[src/rtl/mmpt_pkg.sv]
// ----------------------------------------------------------------------------
// mmpt_pkg
// Shared types, field widths and codes for the min/max priority table.
// ----------------------------------------------------------------------------
package mmpt_pkg;

   localparam int ENTRIES_DEFAULT = 64;
   localparam int ID_W            = 16;
   localparam int LVL_W           = 8;
   localparam int KEY_W           = LVL_W + ID_W;

   localparam logic [1:0] OP_ADD    = 2'd0;
   localparam logic [1:0] OP_REMOVE = 2'd1;
   localparam logic [1:0] OP_QUERY  = 2'd2;

   localparam logic [1:0] STATUS_OK    = 2'd0;
   localparam logic [1:0] STATUS_EMPTY = 2'd1;
   localparam logic [1:0] STATUS_FULL  = 2'd2;

   typedef struct packed {
      logic             valid;
      logic [LVL_W-1:0] level;
      logic [ID_W-1:0]  id;
   } cell_data_type;

   typedef struct packed {
      logic             ins;
      logic             rem;
      logic [KEY_W-1:0] key;
   } cell_cmd_type;

   typedef struct packed {
      logic             hit;
      logic [LVL_W-1:0] hit_level;
      logic             full;
      logic             empty;
      logic [ID_W-1:0]  min_id;
      logic [ID_W-1:0]  max_id;
   } lookup_type;

   localparam cell_data_type EMPTY_CELL = '{valid: 1'b0, level: '0, id: '0};

endpackage

[src/rtl/mmpt_cell.sv]
// ----------------------------------------------------------------------------
// mmpt_cell
// One slot of the sorted chain; shifts right on insert, left on remove.
// ----------------------------------------------------------------------------
module mmpt_cell (
   input  logic                   clock,
   input  logic                   reset,
   input  mmpt_pkg::cell_cmd_type cmd,
   input  mmpt_pkg::cell_data_type left_data,
   input  logic                   left_lt,
   input  mmpt_pkg::cell_data_type right_data,
   output mmpt_pkg::cell_data_type data,
   output logic                   lt
);
   import mmpt_pkg::*;

   cell_data_type data_ff;
   cell_data_type data_in;
   logic          below;

   assign below = ({data_ff.level, data_ff.id} < cmd.key);
   assign lt    = data_ff.valid & below;
   assign data  = data_ff;

   always_comb begin
      data_in = data_ff;
      if (cmd.ins) begin
         if (!lt) begin
            if (left_lt) begin
               data_in.valid = 1'b1;
               data_in.level = cmd.key[KEY_W-1:ID_W];
               data_in.id    = cmd.key[ID_W-1:0];
            end else begin
               data_in = left_data;
            end
         end
      end else if (cmd.rem) begin
         if (data_ff.valid && !below) begin
            data_in = right_data;
         end
      end
   end

   always_ff @(posedge clock) begin
      data_ff.level <= data_in.level;
      data_ff.id    <= data_in.id;
      if (reset) begin
         data_ff.valid <= 1'b0;
      end else begin
         data_ff.valid <= data_in.valid;
      end
   end

endmodule

[config.mk]
export PLATFORM = sky130hd
export DESIGN_NAME = mmpt_cell
export DESIGN_NICKNAME = d
export VERILOG_FILES = /design/src/rtl/mmpt_pkg.sv /design/src/rtl/mmpt_cell.sv
export SDC_FILE = /design/constraint.sdc
export NUM_CORES = 1
export LEC_CHECK = 0
export BUFFER_PORTS_ARGS = -buffer_cell sky130_fd_sc_hd__buf_2
export CAP_MARGIN = 20
export CELL_PAD_IN_SITES_DETAIL_PLACEMENT = 0
export CELL_PAD_IN_SITES_GLOBAL_PLACEMENT = 1
export CORE_MARGIN = 2
export CORE_UTILIZATION = 34
export DETAILED_ROUTE_END_ITERATION = 10
export PLACE_DENSITY = 0.84
export SYNTH_ARGS = -nofsm -noshare
export SYNTH_HDL_FRONTEND = slang
export SYNTH_SLANG_ARGS = --single-unit
[constraint.sdc]
create_clock -name clock -period 4.1 [get_ports clock]
set_input_delay 0.615 -clock clock [delete_from_list [all_inputs] [get_ports clock]]
set_output_delay 0.615 -clock clock [all_outputs]
set_load 0.005 [all_outputs]
## Yosys cells after proc, flatten, opt, wreduce, memory -nomap -nowiden

Index checks and enable logic that the tools add are counted.

- Eq/ne operators: 1
- Order comparisons: 1
- Multiplexer cells: 5
- Reduce and logical (&&, ||, !) cells: 5
- Bitwise gates (word level): 1

Operators with widths:

| kind | number |
|---|---|
| 25-bit two-way mux | 5 |
| 24-bit less-than comparator | 1 |
| 2-bit nonzero test | 2 |
| 3-bit AND reduction | 1 |
| 2-bit != test (second input constant) | 1 |
| 1-bit AND | 1 |
| 1-bit logical AND | 1 |
| 1-bit zero test | 1 |

- Logic and storage cells: 16
- Register bits: 25
- Output and inout bits: 26
- Bits of input ports: 79

## Logic depth before layout (Yosys ltp)

- Word-level depth: 6
- Gate-level depth with buffers: 7
- Mapped depth without buffers: 7

## Worst setup path after synthesis

No wires, ideal clock.

- Kind: input to register
- From: in cmd[11] (netlist name)
- To: reg data_ff (netlist bit data[0]), enable pin
- Setup time: 383 ps
- Arrival: 2408 ps
- Required time: 3717 ps
- Stages: 7
- Path slack: 1309 ps
- Path buffers: 0
- Cell sequence: inv_1 > ha_1 > nand2_1 > o21a_1 > a2111o_1 > a41oi_2 > o21ba_1

- Word-level cells in the longest chain between the ends: 5
- Elaborated cells between the ends (all ways): 7
- Those cells by class: order compare (1); eq/ne (1); bitwise (1); reduce/logical (4)

RTL lines:

| what | line | source |
|---|---|---|
| from (decl) | mmpt_cell.sv:8 | `input mmpt_pkg::cell_cmd_type cmd,` |
| 24-bit less-than comparator * | mmpt_cell.sv:21 | `assign below = ({data_ff.level, data_ff.id} < cmd.key);` |
| 1-bit zero test | mmpt_cell.sv:38 | `if (data_ff.valid && !below) begin` |
| 1-bit logical AND | mmpt_cell.sv:38 |  |
| 2-bit nonzero test (no source line) | - |  |
| 3-bit AND reduction (no source line) * | - |  |
| to (decl) | mmpt_cell.sv:17 | `cell_data_type data_ff;` |

Mark *: on every way between the ends. The rest lies on a longest branch, timed or not.
A chain may end at the register's enable or synchronous reset.

## Worst setup path in the final report

- From: in cmd[11] (netlist name)
- To: out lt

- Word-level cells in the longest chain between the ends: 2

RTL lines:

| what | line | source |
|---|---|---|
| 24-bit less-than comparator | mmpt_cell.sv:21 |  |
| 1-bit AND | mmpt_cell.sv:22 | `assign lt = data_ff.valid & below;` |
| to (decl) | mmpt_cell.sv:13 | `output logic lt` |

No other way between the ends.

==> qor.txt <==
Synth cell types: 27
delay-heaviest family, CP: compound AO/OA/AOI/OAI gates
Yosys warnings: 0
Slew Limit Fails: 0
Synth area leaders: edfxtp_1 (38%), ha_1 (15%), mux2i_1 (13%)
register area share after synthesis: 39.4%
setup repair bufs after CTS: 0
max reg flops: 25
Post-CTS Resized: 0
Fillers: 569
initial drt markers: 26
# diodes: 0
element type at the critical path end: primary output
max cap viols: 0
clk sink count: 25
initial antenna violation count: 1
Post-Route WL: 4.54 mm
setup_tns: 0 ns
GRT Util Overall: 15.0%
dpl ws: 1.07 ns
fraction of layout cells with a size suffix above 1: 37.8%
Worst Path Required: 3.48 ns
first-pass GRT wire length: 7.37 mm
max incr delay on CP: 0.39 ns
hold_buf cts: 0
top-count cell post-synth: a21oi_1
worst skew pair latency: 0.27 ns
PwrDens: 282 nW/µm²
cell area after synthesis: 1880 µm²
CTS H-Tree Depth: 1
Initial Util: 34.6%
reg2reg start: data[11]
WP buf/inv: 3
clock skew: 0.00355 ns
DRC: 0
critical path depth: 9
static leakage: 1.30 nW
worst slew pin tran: 0.789 ns
cell mode on critical path: buf_2
unrepaired setup endpoints after global routing: no
status: completed
asr flop ratio synth: 0%
fin util: 46.1%
gp weighted congestion: 0.700
Rows: 27
Vias: 1702
maximum clock insertion buffer count: 2
Top FF cell, synth: edfxtp_1
Antenna Nets Post-Route: 0
CTS buffer count: 3
Syn Nets: 297
Final Hold Fails: 0
fin nets: 399
Worst VDD drop: 0.117 mV
fin crit share: 67.0%
Final setup viols: 0
chip width: 78.4 µm
reg-to-reg slack, setup: 1.44 ns
CP max FO: 3
WS Path Type: in -> out
Seq cells post-synth: 25
Reg2Reg Capture Point: data[16]
clk slew on worst S/H paths: 0.09 ns
global route total overflow: 0
area growth from synthesis to layout: 33.3%
Worst Setup Slack, final: 1.35 ns
WP data arrival: 2.13 ns
CTS root buffer: clkbuf_8
Final min period: 2.75 ns
Hold Path End: data[24]
number of synthesized flops with an enable pin: 24
Final Power: 0.000706 W
Avg WL per Cell: 12.3 µm
R2R depth: 7
Synth area leader: edfxtp_1
Syn Area/Cell: 9.65 µm²
critical path, cell by cell: buf_2 -> inv_1 -> ha_1 -> nand2_1 -> o21a_1 -> a2111o_1 -> a41oi_2 -> nor2_1 -> buf_2
most frequent cells after synthesis: a21oi_1 (34), nor2_1 (28), edfxtp_1 (24), mux2i_1 (24)
Vias/cell: 4.63
Slew HR: 47.4%
largest net degree at the start of global routing: 51
CTS tree: done
HP Class: in -> reg
Yosys top cell area share: 38.3%
Die ar.: 6150 µm²
multi-input logic area: 1010 µm²
CP Launch Type: primary input
vias in the first global route: 1673
Ports: 105
Core Region: 5440 µm²
hold_sp: reset
Worst Hold Depth: 2
area occupied by registers: 741 µm²
Post-Synthesis Cells: 195
DP HPWL: 3.72 mm
FMAX: 364 MHz
Die Span Y: 78.4 µm
critical path's slowest cell: a2111o_1
PortBufs: 104
DRT Pass-1 Iters: 4
==> cell usage in the layout, fill, tap and decap left out, drive strengths merged, types with 3 or more instances in the layout <==
cell and n:
nor2 28, nand2 6, nand4 5, ha 23
clkbuf 3, mux2i 24, a21oi 34, o21ai 3
edfxtp 24, buf 106, inv 23
==> final cells by class <==
type	instances	area share [%]
timing repair buffer	106	21.3
inverter	23	3.44
clock buffer	3	1.65
multi-input combinational	138	40.2
clock inverter	1	0.200
tap	72	3.59
sequential	25	29.5
==> worst reg2reg max path, cell delays in order, from the launching register on <==
cell      delay (ns)
edfxtp_1        0.41
ha_1            0.33
nand2_1         0.06
o21a_1          0.21
a2111o_1        0.39
a41oi_2         0.21
o21ba_1         0.42
buf_4           0.33
==> per-layer routing <==
metal	part of all wire [%]	vias up	track usage, %
met3	7.7	6	3.56
met5	0.24	-	0
met2	45	64	24.7
li1	-	903	-
met1	46	727	19.8
met4	0.68	2	4.21
==> cells by family after synthesis <==
kind of cell	count (synthesis)	share of synthesized area, %
flops	25	39.4
fa+ha+maj	23	15.3
buf+inv	32	6.98
simple gates	44	10.8
mux	24	12.8
compound gates	47	14.8
==> how the worst max path moves through the flow <==
stage / startpoint / to
after floorplan: cmd[11] / data[0]
after global placement: cmd[11] / data[17]
after detailed placement: cmd[11] / data[21]
after CTS: cmd[11] / lt
after global routing: cmd[15] / lt
final: cmd[11] / lt
==> per-stage QoR <==
stage | cells | instance area [µm²] | hold WS [ns]
2_1_floorplan | 195 | 1880 | 0.640
3_3_place_gp | 364 | 2460 | 0.690
4_1_cts | 368 | 2510 | 0.533
6_report | 368 | 2510 | 0.546
3_5_place_dp | 364 | 2460 | 0.721
5_1_grt | 368 | 2510 | 0.542
==> power by group <==
group          internal (W)  switching [W]
registers          0.000321      0.0000170
clock network     0.0000680      0.0000807
logic              0.000106       0.000114
Power figures use the tool's default switching activity.
